[src/rtl/tbgd_pkg.sv]
// Package for the two-button gesture decoder: time widths, register indexes,
// event codes, gesture state type and saturating timer helpers.
// Depends on nothing.
`default_nettype none

package tbgd_pkg;

    // Width of the internal millisecond timers.
    localparam int TIME_W = 16;
    // Width of the elapsed field and of the configuration registers.
    localparam int EL_W   = 16;
    localparam int CFG_W  = 16;
    localparam int IDX_W  = 8;
    // Wide enough for a timer plus an elapsed value without wrapping.
    localparam int SUM_W  = ((TIME_W > EL_W) ? TIME_W : EL_W) + 1;
    localparam logic [SUM_W-1:0] TIME_MAX = SUM_W'((64'd1 << TIME_W) - 64'd1);

    typedef logic [TIME_W-1:0] time_t;
    typedef logic [EL_W-1:0]   elapsed_t;
    typedef logic [CFG_W-1:0]  cfg_t;
    typedef logic [IDX_W-1:0]  cfg_index_t;

    localparam cfg_index_t REG_RELEASE_TIME = 8'd0;
    localparam cfg_index_t REG_PAIR_WINDOW  = 8'd1;
    localparam cfg_index_t REG_LONG_TIME    = 8'd2;
    localparam cfg_index_t REG_CHORD_TIME   = 8'd3;

    localparam cfg_t RELEASE_TIME_RST = 16'd100;
    localparam cfg_t PAIR_WINDOW_RST  = 16'd100;
    localparam cfg_t LONG_TIME_RST    = 16'd600;
    localparam cfg_t CHORD_TIME_RST   = 16'd2000;

    typedef enum logic [2:0] {
        EV_NONE         = 3'd0,
        EV_FIRST_SHORT  = 3'd1,
        EV_SECOND_SHORT = 3'd2,
        EV_FIRST_LONG   = 3'd3,
        EV_SECOND_LONG  = 3'd4,
        EV_SLEEP        = 3'd5
    } event_t;

    // Everything that ending a gesture clears; arming lives outside it.
    typedef struct packed {
        logic  in_chord;
        logic  suppressing;
        logic  chord_armed;
        logic  long_reported;
        logic  prev_first;
        logic  prev_second;
        time_t release_timer;
        time_t since_first_timer;
        time_t hold_timer;
    } gesture_t;

    // Timer plus elapsed time, held at the timer's maximum on overflow.
    function automatic time_t sat_add(input time_t t, input elapsed_t el);
        logic [SUM_W-1:0] s;
        s = SUM_W'(t) + SUM_W'(el);
        if (s > TIME_MAX) begin
            s = TIME_MAX;
        end
        return TIME_W'(s);
    endfunction

    function automatic logic time_ge(input time_t t, input cfg_t c);
        return SUM_W'(t) >= SUM_W'(c);
    endfunction

    function automatic logic time_le(input time_t t, input cfg_t c);
        return SUM_W'(t) <= SUM_W'(c);
    endfunction

endpackage

`default_nettype wire

[src/rtl/two_button_gesture_decoder.sv]
// Top level of the two-button gesture decoder: input register, decode logic,
// gesture state, configuration registers and result register.
// Depends on tbgd_pkg.
//
// Usage. Each input beat is one sample of the two button levels together with
// the milliseconds elapsed since the previous sample. Every input beat yields
// exactly one output beat carrying an event code (none, short or long press of
// either button, or the sleep chord), in the order the samples arrived.
// The input beat is captured in an input register; once the result register
// can take a beat, the decode logic combines it with the gesture state,
// updates that state and loads the result register. While out_stall is low
// the block sustains one beat per cycle in both directions, with a single
// pass of add, saturate and compare through each timer between the two
// registers.
// When the receiver raises out_stall the result register holds its beat and
// the input register holds its sample; in_stall rises only while both are
// occupied, so a stall costs no throughput once it is lifted.
// Configuration writes on the cfg channel are always ready and take effect
// at once; they are meant to be made while no sample is in flight.
// Reset clears the pipeline and the gesture state and loads the default
// thresholds; the block then stays disarmed, reporting no events, until both
// buttons have been seen released for release_time milliseconds.
`default_nettype none

module two_button_gesture_decoder (
    input  wire logic                 clk,
    input  wire logic                 rst_n,
    input  wire logic                 in_valid,
    output logic                      in_stall,
    input  wire logic                 first_button,
    input  wire logic                 second_button,
    input  wire tbgd_pkg::elapsed_t   elapsed,
    output logic                      out_valid,
    input  wire logic                 out_stall,
    output logic [2:0]                event_code,
    input  wire logic                 cfg_valid,
    output logic                      cfg_ready,
    input  wire tbgd_pkg::cfg_index_t cfg_index,
    input  wire tbgd_pkg::cfg_t       cfg_data
);

    import tbgd_pkg::*;

    // Input register.
    logic     s1_valid_reg;
    logic     s1_first_reg;
    logic     s1_second_reg;
    elapsed_t s1_elapsed_reg;

    // Result register.
    logic     out_valid_reg;
    event_t   event_reg;

    // Gesture state.
    logic     armed_reg;
    logic     armed_next;
    gesture_t gest_reg;
    gesture_t gest_next;
    event_t   event_next;

    // Configuration registers.
    cfg_t release_time_reg;
    cfg_t pair_window_reg;
    cfg_t long_time_reg;
    cfg_t chord_time_reg;

    logic advance;
    logic s1_fire;
    logic was_first;
    logic was_second;

    // The result register can take a new beat when it is empty or being read.
    assign advance   = !out_valid_reg || !out_stall;
    assign s1_fire   = s1_valid_reg && advance;
    assign in_stall  = s1_valid_reg && !advance;
    assign out_valid = out_valid_reg;
    assign event_code = event_reg;
    assign cfg_ready = 1'b1;

    always_ff @(posedge clk or negedge rst_n)
    begin
        if (!rst_n)
        begin
            s1_valid_reg <= 1'b0;
        end
        else if (!in_stall)
        begin
            s1_valid_reg <= in_valid;
        end
    end

    // The sample payload needs no reset; it is only used with its valid bit.
    always_ff @(posedge clk)
    begin
        if (in_valid && !in_stall)
        begin
            s1_first_reg   <= first_button;
            s1_second_reg  <= second_button;
            s1_elapsed_reg <= elapsed;
        end
    end

    always_ff @(posedge clk or negedge rst_n)
    begin
        if (!rst_n)
        begin
            out_valid_reg <= 1'b0;
            event_reg     <= EV_NONE;
            armed_reg     <= 1'b0;
            gest_reg      <= '0;
        end
        else
        begin
            if (advance)
            begin
                out_valid_reg <= s1_valid_reg;
            end
            if (s1_fire)
            begin
                event_reg <= event_next;
                armed_reg <= armed_next;
                gest_reg  <= gest_next;
            end
        end
    end

    always_ff @(posedge clk or negedge rst_n)
    begin
        if (!rst_n)
        begin
            release_time_reg <= RELEASE_TIME_RST;
            pair_window_reg  <= PAIR_WINDOW_RST;
            long_time_reg    <= LONG_TIME_RST;
            chord_time_reg   <= CHORD_TIME_RST;
        end
        else if (cfg_valid && cfg_ready)
        begin
            // Writes to an index beyond the register list fall through.
            unique case (cfg_index)
                REG_RELEASE_TIME: release_time_reg <= cfg_data;
                REG_PAIR_WINDOW:  pair_window_reg  <= cfg_data;
                REG_LONG_TIME:    long_time_reg    <= cfg_data;
                REG_CHORD_TIME:   chord_time_reg   <= cfg_data;
                default:          ;
            endcase
        end
    end

    // Decode one sample against the gesture state.
    always_comb
    begin
        gest_next  = gest_reg;
        armed_next = armed_reg;
        event_next = EV_NONE;
        was_first  = gest_reg.prev_first;
        was_second = gest_reg.prev_second;

        if (!armed_reg)
        begin
            // Wait for both buttons to stay released long enough.
            if (!s1_first_reg && !s1_second_reg)
            begin
                gest_next.release_timer = sat_add(gest_reg.release_timer, s1_elapsed_reg);
                if (time_ge(gest_next.release_timer, release_time_reg))
                begin
                    gest_next  = '0;
                    armed_next = 1'b1;
                end
            end
            else
            begin
                gest_next.release_timer = '0;
            end
        end
        else if (gest_reg.in_chord || gest_reg.suppressing)
        begin
            // A chord keeps timing its hold until it arms the sleep event.
            if (gest_reg.in_chord && s1_first_reg && s1_second_reg && !gest_reg.chord_armed)
            begin
                gest_next.hold_timer = sat_add(gest_reg.hold_timer, s1_elapsed_reg);
                if (time_ge(gest_next.hold_timer, chord_time_reg))
                begin
                    gest_next.chord_armed = 1'b1;
                end
            end
            if (s1_first_reg || s1_second_reg)
            begin
                gest_next.release_timer = '0;
            end
            else
            begin
                gest_next.release_timer = sat_add(gest_reg.release_timer, s1_elapsed_reg);
                if (time_ge(gest_next.release_timer, release_time_reg))
                begin
                    if (gest_next.chord_armed)
                    begin
                        event_next = EV_SLEEP;
                    end
                    gest_next = '0;
                end
            end
        end
        else
        begin
            gest_next.prev_first  = s1_first_reg;
            gest_next.prev_second = s1_second_reg;

            if (!was_first && !was_second && (s1_first_reg || s1_second_reg))
            begin
                // First press from idle; both at once starts a chord.
                gest_next.since_first_timer = sat_add('0, s1_elapsed_reg);
                gest_next.hold_timer        = sat_add('0, s1_elapsed_reg);
                if (s1_first_reg && s1_second_reg)
                begin
                    gest_next.in_chord = 1'b1;
                end
            end
            else if ((was_first != was_second) && s1_first_reg && s1_second_reg)
            begin
                // Second joins: chord if early and no long yet, else suppress.
                if (time_le(gest_reg.since_first_timer, pair_window_reg)
                    && !gest_reg.long_reported)
                begin
                    gest_next.in_chord   = 1'b1;
                    gest_next.hold_timer = sat_add('0, s1_elapsed_reg);
                end
                else
                begin
                    gest_next.suppressing = 1'b1;
                end
            end
            else if (s1_first_reg || s1_second_reg)
            begin
                gest_next.since_first_timer =
                    sat_add(gest_reg.since_first_timer, s1_elapsed_reg);
                gest_next.hold_timer = sat_add(gest_reg.hold_timer, s1_elapsed_reg);
                if (!gest_reg.long_reported && time_ge(gest_next.hold_timer, long_time_reg))
                begin
                    gest_next.long_reported = 1'b1;
                    event_next = s1_first_reg ? EV_FIRST_LONG : EV_SECOND_LONG;
                end
            end
            else if (was_first || was_second)
            begin
                // Release ends the gesture; a short press unless long was sent.
                if (!gest_reg.long_reported)
                begin
                    event_next = was_first ? EV_FIRST_SHORT : EV_SECOND_SHORT;
                end
                gest_next = '0;
            end
        end
    end

`ifndef NO_ASSERTIONS
    // While disarmed the decoder reports nothing.
    assert property (@(posedge clk) disable iff (!rst_n)
        (s1_fire && !armed_reg) |=> (event_code == EV_NONE))
    else $error("event reported while disarmed");

    // A gesture is never a chord and suppressed at the same time.
    assert property (@(posedge clk) disable iff (!rst_n)
        !(gest_reg.in_chord && gest_reg.suppressing))
    else $error("chord and suppression both set");

    // Sleep can only follow a chord that had already been armed.
    assert property (@(posedge clk) disable iff (!rst_n)
        (s1_fire && !gest_reg.chord_armed) |=> (event_code != EV_SLEEP))
    else $error("sleep event without an armed chord");

    // At most one long press per gesture.
    assert property (@(posedge clk) disable iff (!rst_n)
        (s1_fire && gest_reg.long_reported)
        |=> (event_code != EV_FIRST_LONG) && (event_code != EV_SECOND_LONG))
    else $error("long press reported twice");
`endif

endmodule

`default_nettype wire

[config.mk]
export PLATFORM = sky130hd
export DESIGN_NAME = two_button_gesture_decoder
export DESIGN_NICKNAME = d
export VERILOG_FILES = /design/src/rtl/tbgd_pkg.sv /design/src/rtl/two_button_gesture_decoder.sv
export SDC_FILE = /design/constraint.sdc
export NUM_CORES = 1
export LEC_CHECK = 0
export BUFFER_PORTS_ARGS = -buffer_cell sky130_fd_sc_hd__buf_2
export CAP_MARGIN = 0
export CORE_MARGIN = 5
export CORE_UTILIZATION = 49
export DETAILED_ROUTE_END_ITERATION = 12
export GPL_ROUTABILITY_DRIVEN = 0
export PLACE_DENSITY = 0.66
export SLEW_MARGIN = 20
export SYNTH_ARGS = -nofsm -noshare
export SYNTH_HDL_FRONTEND = slang
export SYNTH_SLANG_ARGS = --single-unit
[constraint.sdc]
create_clock -name clk -period 7 [get_ports clk]
set_clock_uncertainty 0.1 [all_clocks]
set_input_delay 0.35 -clock clk [delete_from_list [all_inputs] [get_ports clk]]
set_output_delay 0.35 -clock clk [all_outputs]
set_load 0.005 [all_outputs]
Word-level counts from Yosys, hierarchy flattened
Index checks and enable logic that the tools add are counted.
{"block": "word_totals", "reg_bits": 142, "output_inout_bits": 6, "in_bits": 47, "wordCells": 161}
{"block": "classes", "n_mux": 64, "eq_ne": 22, "addsub": 3, "reduce_logical": 43, "magnitude_cmp": 9}
{"operator": "16-bit 2-to-1 mux", "count": 22}
{"operator": "54-bit 2-to-1 mux", "count": 5}
{"operator": "32-bit 2-to-1 mux", "count": 4}
{"operator": "16-bit greater-or-equal comparator", "count": 4}
{"operator": "16-bit by 16-bit adder with 17-bit output", "count": 3}
{"operator": "17-bit by 16-bit greater-than comparator with 1-bit output (second input constant)", "count": 3}
{"operator": "3-bit 2-to-1 mux", "count": 12}
{"operator": "36-bit 2-to-1 mux", "count": 1}
{"operator": "9-bit AND reduction", "count": 3}
{"operator": "21-bit 2-to-1 mux", "count": 1}
{"operator": "18-bit 2-to-1 mux", "count": 1}
{"operator": "8-bit by 2-bit equality test with 1-bit output (second input constant)", "count": 2}
{"operator": "16-bit greater-than comparator (second input constant)", "count": 1}
{"operator": "16-bit less-or-equal comparator", "count": 1}
{"operator": "5-bit AND reduction", "count": 3}
{"operator": "1-bit logical AND", "count": 14}
{"operator": "7-bit AND reduction", "count": 2}
{"operator": "1-bit 2-to-1 mux", "count": 13}
{"operator": "6-bit 2-to-1 mux", "count": 2}
{"operator": "3-bit != test (second input constant)", "count": 4}
{"operator": "1-bit zero test", "count": 10}
{"operator": "5-bit by 1-bit != test with 1-bit output (second input constant)", "count": 2}
{"operator": "3-bit by 2-bit != test with 1-bit output (second input constant)", "count": 3}
{"operator": "8-bit by 1-bit equality test with 1-bit output (second input constant)", "count": 1}
{"operator": "13 further kinds", "count": 24}

Depth between registers and ports, before layout
Gate-level depths: netlist of run 1.
{"block": "depth", "ltp_word": 16, "depth_mapped": 22, "depth_no_buf": 20}

Least setup slack after synthesis of run 1
OpenSTA, ideal clock, no wires.
{"block": "synth_timing", "path_kind": "flip-flop to flip-flop", "start": "register s1_elapsed_reg[5]", "end": "register gest_reg[10] in the netlist's numbering", "period_less_slack_ns": 4.928, "slack_ns": 2.072, "arrival_ns": 4.702, "setup_time_ns": 0.126, "stages_incl_launch_ff": 21, "n_path_buf": 3, "t_required_ns": 6.774, "cell_sequence": "edfxtp_1 ha_1 a21o_1 a2111oi_0 a211oi_1 o31ai_1 a21oi_1 nor2_1 buf_2 nand2_1 ha_1 o21a_1 o21ai_0 and2_1 o31ai_1 and2_1 o221ai_1 nand2b_1 clkbuf_1 buf_2 a221o_1"}
{"block": "synth_via", "elab_chain_cells": 13, "word_cells_on_any_way": 34, "cone_classes": "2 x add/sub; 5 x order compare; 25 x mux; 2 x reduce/logical"}
{"element": "start: declaration", "line": "two_button_gesture_decoder.sv:48", "rtl": "elapsed_t s1_elapsed_reg;"}
{"element": "start signal: assignment", "line": "two_button_gesture_decoder.sv:99", "rtl": "s1_elapsed_reg <= elapsed;"}
{"element": "parallel branches: the longest is 13 deep, another holds 16-bit by 16-bit adder with 17-bit output"}
{"element": "end signal: assignment", "line": "two_button_gesture_decoder.sv:122", "rtl": "gest_reg <= gest_next;"}
{"element": "end: declaration", "line": "two_button_gesture_decoder.sv:57", "rtl": "gesture_t gest_reg;"}
Several ways; the timed one is not identified. The select of a mux whose other input is x is not followed.
A chain may end at the register's enable or synchronous reset.

Worst setup path after layout of run 1
{"block": "layout_timing", "start": "register s1_elapsed_reg[5]", "end": "register gest_reg[4] in the netlist's numbering"}
Same word-level chain as after synthesis.

==> metrics, run 1 <==
RSZ-0062 raised after global routing no; dominant cells by area after synthesis dfrtp_1 (28%), ha_1 (15%), mux2_2 (6.0%); drt wl/cell 19.1 µm; Routed Antenna Nets 0; Max FO, Critical Path 16; Largest register FFs 52; top_reg_cell synth dfrtp_1; crit path time final 6.03 ns; Slowest-stage cell, CP o31ai_1; commonest non-fill, non-tap cell in the layout ha_1; number of synthesized flops with an enable pin 18; max-slew violations 0; LEAKAGE 5.03 nW; Yosys reg bits 142; max frequency 0.166 GHz; Netlist cell types 76; Post-CTS Setup Bufs 0; delay-heaviest family, CP compound AO/OA/AOI/OAI gates; pwr dens 400 nW/µm²; vias in the first global route 7,509; Buf/Inv on CP 1; Fillers 1,763; failing checks hold timing; critical path required time 7.20 ns; synthesized area per cell 9.62 µm²; actual slew at the worst max-slew pin 0.936 ns; CTS-repair resized insts 0; Die Area 22,600 µm²; diode count 0; first-pass GRT wire length 40.7 mm; VDD IR-drop max 0.221 mV; core area 19,400 µm²; FP Rows 51; H-tree levels 4; final setup margin 0.971 ns; DP Area 10,200 µm²; Die Y 150 µm; hold buffers post-CTS 13; Layout Area Growth over Synthesis 12.5%; status finished with violations; layout cells sized above 1 16.2%; Top Ports 53; layer with the highest usage met2; Cell Count, Final, Fillers Out 1,343; CTS tree done; DP HPWL 19.6 mm; pin count of the biggest net entering global routing 68; net count after synthesis 1,165; Inst Count DP 1,298; Setup Crit Path Kind reg2reg; drt first pass iters 5; initial DRC count 575; Total GRT Usage 23.5%; GRT overflow 0; Final setup viols 0; setup TNS 0 ns; crit-path cells ha_1 -> a21o_1 -> a2111oi_0 -> a211oi_1 -> o31ai_1 -> a21oi_1 -> nor2_1 -> buf_4 -> o21ai_0 -> ha_1 -> o21a_1 -> o21ai_0 -> and2_1 -> o31ai_1 -> and2_1 -> o221ai_1 -> nand2b_1 -> a221o_1; Post-Syn Area 9640 µm²; Slew headroom 37.4%; Place WS 1.04 ns; Avg Vias per Cell 5.85; sequential element share of the synthesized area 38.0%; top-area cell type share of the netlist area 28.0%; clk root buf clkbuf_16; total number of vias 7,851; max capacitance violation total 0; clk_lat worst skew 0.43 ns; clk slew on worst S/H paths 0.07 ns; Max stage delay on crit path 0.76 ns; clock tree sinks 142; period utilization 86.1%; most frequent cells in the layout ha_1 (113), dfrtp_1 (108), nand2_1 (95); Startpoint Class flop; Starting Density 49.7%; Post-Syn Instances 1,002; GRT met1 Usage 33.7%; Min Hold Slack -0.0320 ns; largest buffer count on any clock path 2; worst hold path class in2async; final total power 0.00434 W; drt drc 0; CTS Buf Count 17; Worst EP arrival 6.23 ns; final hold vios 51; port buffer count 51; post-route cell area 10,800 µm²; die width 150 µm; Final #Nets 1,228; met2 global-route usage 35.9%; asr flop ratio synth 87.3%; WL final 25.7 mm; area leader, netlist dfrtp_1; GR Layer Usage met3 4.76%; yosys warns 0; initial antenna violation count 0; Crit. End Element flop
stage by stage:
step / util [%] / hold slack, ns
floorplan: - / -0.0456
global placement: 52.5 / 0.365
detailed placement: 52.5 / 0.356
CTS: 55.9 / 0.00150
global route: 55.9 / 0.00133
finish: 55.9 / -0.0320
final timing paths:
check | start | endpoint | slack, ns | cells past startpoint
max reg2reg | s1_elapsed_reg[5] | gest_reg[4] | 0.97 | 18
min in group clk | in_valid | s1_valid_reg | 0.01 | 2
min | rst_n | gest_reg[28] | -0.03 | 1
min reg2reg | event_code[1] | event_code[1] | 0.37 | 2
max in group asynchronous | rst_n | gest_reg[4] | 5.55 | 2
max | s1_elapsed_reg[5] | gest_reg[4] | 0.97 | 18
synthesized netlist by cell type, drive strengths merged (17+ instances only):
library cell and number:
nor2 42, a22o 18, mux2 51, o21ai 75, edfxtp 18, xor2 17
nand2 96, a21o 20, inv 85, dfrtp 108, nand3 23, a21oi 78
ha 113, clkbuf 20
report_power, final:
part / leakage, nW / switching [W] / internal (W)
sequential: 1.74 / 0.000157 / 0.00101
clock: 0.260 / 0.000383 / 0.000458
combinational: 3.03 / 0.00135 / 0.000978
total: 5.03 / 0.00189 / 0.00244
final cells by class:
cell class	count	area, µm²	area share [%]
inverter	86	323	2.98
clock inverter	14	109	1.00
clock buffer	18	429	3.96
timing repair buffer	71	440	4.06
tap	265	332	3.06
sequential	142	3660	33.8
multi-input combinational	747	5550	51.2
worst reg2reg max path: stages (launching register included):
cell	delay (ns)
edfxtp_1	0.50
ha_1	0.40
a21o_1	0.19
a2111oi_0	0.52
a211oi_1	0.19
o31ai_1	0.46
a21oi_1	0.15
nor2_1	0.12
buf_4	0.20
o21ai_0	0.17
ha_1	0.31
o21a_1	0.10
o21ai_0	0.06
and2_1	0.16
o31ai_1	0.76
and2_1	0.27
o221ai_1	0.22
nand2b_1	0.54
a221o_1	0.49
cells by family (layout without fill, tap and decap cells):
logic type | count (synthesis) | in the layout | share of synthesized area, %
flip-flops | 142 | 142 | 38.0
multiplexers | 53 | 53 | 6.16
adder cells (fa/ha/maj) | 116 | 116 | 15.3
AND/OR/NAND/NOR | 254 | 254 | 12.8
XOR/XNOR | 27 | 27 | 2.45
AO/OA/AOI/OAI | 296 | 296 | 20.6
buffers and inverters | 113 | 189 | 4.68
other | 1 | 1 | 0.0389
layer usage:
layer | routed length (µm) | part of all wire (%)
met3 | 1600 | 6.2
met1 | 12000 | 47
met2 | 11400 | 45
met4 | 616 | 2.4
met5 | 0 | 0
Power figures use the tool's default switching activity.
==> run 2: changes to the inputs <==
--- a/config.mk
+++ b/config.mk
@@ -8,10 +8,10 @@
 export BUFFER_PORTS_ARGS = -buffer_cell sky130_fd_sc_hd__buf_2
 export CAP_MARGIN = 0
 export CORE_MARGIN = 5
-export CORE_UTILIZATION = 49
+export CORE_UTILIZATION = 55
 export DETAILED_ROUTE_END_ITERATION = 12
 export GPL_ROUTABILITY_DRIVEN = 0
-export PLACE_DENSITY = 0.66
+export PLACE_DENSITY = 0.73
 export SLEW_MARGIN = 20
 export SYNTH_ARGS = -nofsm -noshare
 export SYNTH_HDL_FRONTEND = slang
==> run 2 against run 1 <==
Net effect: the run still ends with hold timing left; worst hold slack worse by 0.0092 ns; critical path depth up 1; setup slack better by 0.33 ns; routed wire length down 0.83%; sequential power about the same; non-clock buffer count down 3; core utilization up 6.9 points; clock power up 11%; critical path type unchanged; largest power group unchanged.
==> metrics, run 2 (synthesized netlist as in run 1, its figures left out) <==
core area 17,200 µm² (was 19,400 µm²); drt wl/cell 19.6 µm (was 19.1 µm); Clk pwr share 21.0% (was 19.4%); layer with the highest usage met2 (unchanged); clk slew on worst S/H paths 0.06 ns (was 0.07 ns); clk_lat worst skew 0.43 ns (about the same); max-slew violations 0 (unchanged); initial DRC count 739 (was 575); pin count of the biggest net entering global routing 69 (was 68); failing checks hold timing (unchanged); Starting Density 55.9% (was 49.7%); Largest register FFs 52 (unchanged); die width 142 µm (was 150 µm); Final setup viols 0 (unchanged); FP Rows 48 (was 51); DP HPWL 19.2 mm (was 19.6 mm); worst hold path class in2async (unchanged); max capacitance violation total 0 (unchanged); Min Hold Slack -0.0412 ns (was -0.0320 ns); vias in the first global route 7,748 (was 7,509); Final #Nets 1,225 (was 1,228); setup TNS 0 ns (unchanged); Post-CTS Setup Bufs 0 (unchanged); WL final 25.5 mm (was 25.7 mm); Die Area 20,300 µm² (was 22,600 µm²); first-pass GRT wire length 41.0 mm (was 40.7 mm); Top Ports 53 (unchanged); drt drc 0 (unchanged); RSZ-0062 raised after global routing no (unchanged); Flop pwr share 26.3% (was 26.8%); actual slew at the worst max-slew pin 0.941 ns (was 0.936 ns); Comb power frac 52.7% (was 53.8%); commonest non-fill, non-tap cell in the layout ha_1 (unchanged); total number of vias 7,940 (was 7,851); GRT overflow 0 (unchanged); CTS Buf Count 17 (unchanged); met2 global-route usage 40.5% (was 35.9%); Setup Crit Path Kind reg2reg (unchanged); LEAKAGE 5.06 nW (was 5.03 nW); Total GRT Usage 25.8% (was 23.5%); VDD IR-drop max 0.215 mV (was 0.221 mV); GRT met1 Usage 36.0% (was 33.7%); most frequent cells in the layout ha_1 (113), dfrtp_1 (108), nand2_1 (95) (unchanged); H-tree levels 4 (unchanged); GR Layer Usage met3 4.94% (was 4.76%); Worst EP arrival 5.90 ns (was 6.23 ns); layout cells sized above 1 16.4% (was 16.2%); port buffer count 51 (unchanged); Max FO, Critical Path 16 (unchanged); final total power 0.00444 W (was 0.00434 W); CTS tree done (unchanged); switching power total 0.00191 W (was 0.00189 W); Cell Count, Final, Fillers Out 1,300 (was 1,343); largest buffer count on any clock path 2 (unchanged); CTS-repair resized insts 0 (unchanged); max frequency 0.175 GHz (was 0.166 GHz); crit path time final 5.70 ns (was 6.03 ns); clock tree sinks 142 (unchanged); Int Pwr 0.00252 W (was 0.00244 W); status finished with violations (unchanged); initial antenna violation count 0 (unchanged); clk root buf clkbuf_16 (unchanged); Layout Area Growth over Synthesis 12.3% (was 12.5%); Startpoint Class flop (unchanged); pwr dens 410 nW/µm² (was 400 nW/µm²); Crit. End Element flop (unchanged); Switching Fraction 43.1% (was 43.7%); Inst Count DP 1,258 (was 1,298); Avg Vias per Cell 6.11 (was 5.85); critical path required time 7.20 ns (about the same); Routed Antenna Nets 0 (unchanged); Die Y 142 µm (was 150 µm); diode count 0 (unchanged); drt first pass iters 5 (unchanged); final hold vios 46 (was 51); period utilization 81.4% (was 86.1%); Slew headroom 37.3% (was 37.4%)
[run 2: cell types whose count changed in the layout (fill, tap and decap cells not counted), moves of 2 or more]
cell	change
clkinv_2	-2
clkinvlp_4	-2
dlygate4sd3_1	-3
inv_8	+3
[run 2: routing by layer]
metal	share of wire, %	up-vias	wire (µm)
met5	0	-	0
met4	2.9	0	726
met3	6.7	55	1710
met2	46	282	11600
met1	45	3823	11400
li1	-	3780	-
[run 2: final timing paths]
check / from / endpoint / slack, ns / cells after the start
worst max-delay path: s1_elapsed_reg[5] / gest_reg[5] / 1.30 / 19
worst min-delay path: rst_n / gest_reg[15] / -0.04 / 1
worst max register to register: s1_elapsed_reg[5] / gest_reg[5] / 1.30 / 19
worst min register to register: event_code[1] / event_code[1] / 0.38 / 2
max in group asynchronous: rst_n / pair_window_reg[0] / 5.55 / 2
min in group clk: elapsed[10] / s1_elapsed_reg[10] / 0.01 / 1
[run 2: metrics by stage]
stage	area (µm²)	worst slack, ns	utilization [%]
4_1_cts	10800	1.32	62.8
3_3_place_gp	10100	1.53	58.7
3_5_place_dp	10100	1.40	58.8
2_1_floorplan	9640	2.07	-
6_report	10800	1.30	62.8
5_1_grt	10800	0.864	62.8
[run 2: area by class of cell]
| type | instances | area [µm²] |
|---|---|---|
| fill | 1394 | 6400 |
| multi-input combinational | 747 | 5550 |
| sequential | 142 | 3660 |
| clock buffer | 19 | 464 |
| timing repair buffer | 68 | 410 |
| inverter | 86 | 323 |
| tap | 225 | 282 |
| clock inverter | 13 | 141 |
[run 2: timing repair]
action | CTS | global route
hold buffers | 10 | 0
hold endpoints to repair | 10 | 0
setup endpoints to repair | 0 | 0
[run 2: power by group through the flow]
stage	clock (W)	sequential, W	combinational (W)
final	0.000931	0.00117	0.00234
after global routing	0.000978	0.00118	0.00265
after CTS	0.000939	0.00116	0.00231
after detailed placement	0	0.00117	0.00228
after global placement	0	0.00117	0.00223
after floorplan	0	0.00110	0.00176
[run 2: worst max-delay path: stages, from the launching register on]
cell and delay, ns:
edfxtp_1 0.51, ha_1 0.41, a21o_1 0.19, a2111oi_0 0.56, a211oi_1 0.18, o31ai_1 0.42
a21oi_1 0.15, nor2_1 0.12, buf_4 0.22, o21ai_0 0.17, ha_1 0.31, o21a_1 0.10
o21ai_0 0.06, and2_1 0.16, o31ai_1 0.27, buf_4 0.20, and2_1 0.17, o221ai_1 0.24
nand2b_1 0.54, a221o_1 0.49
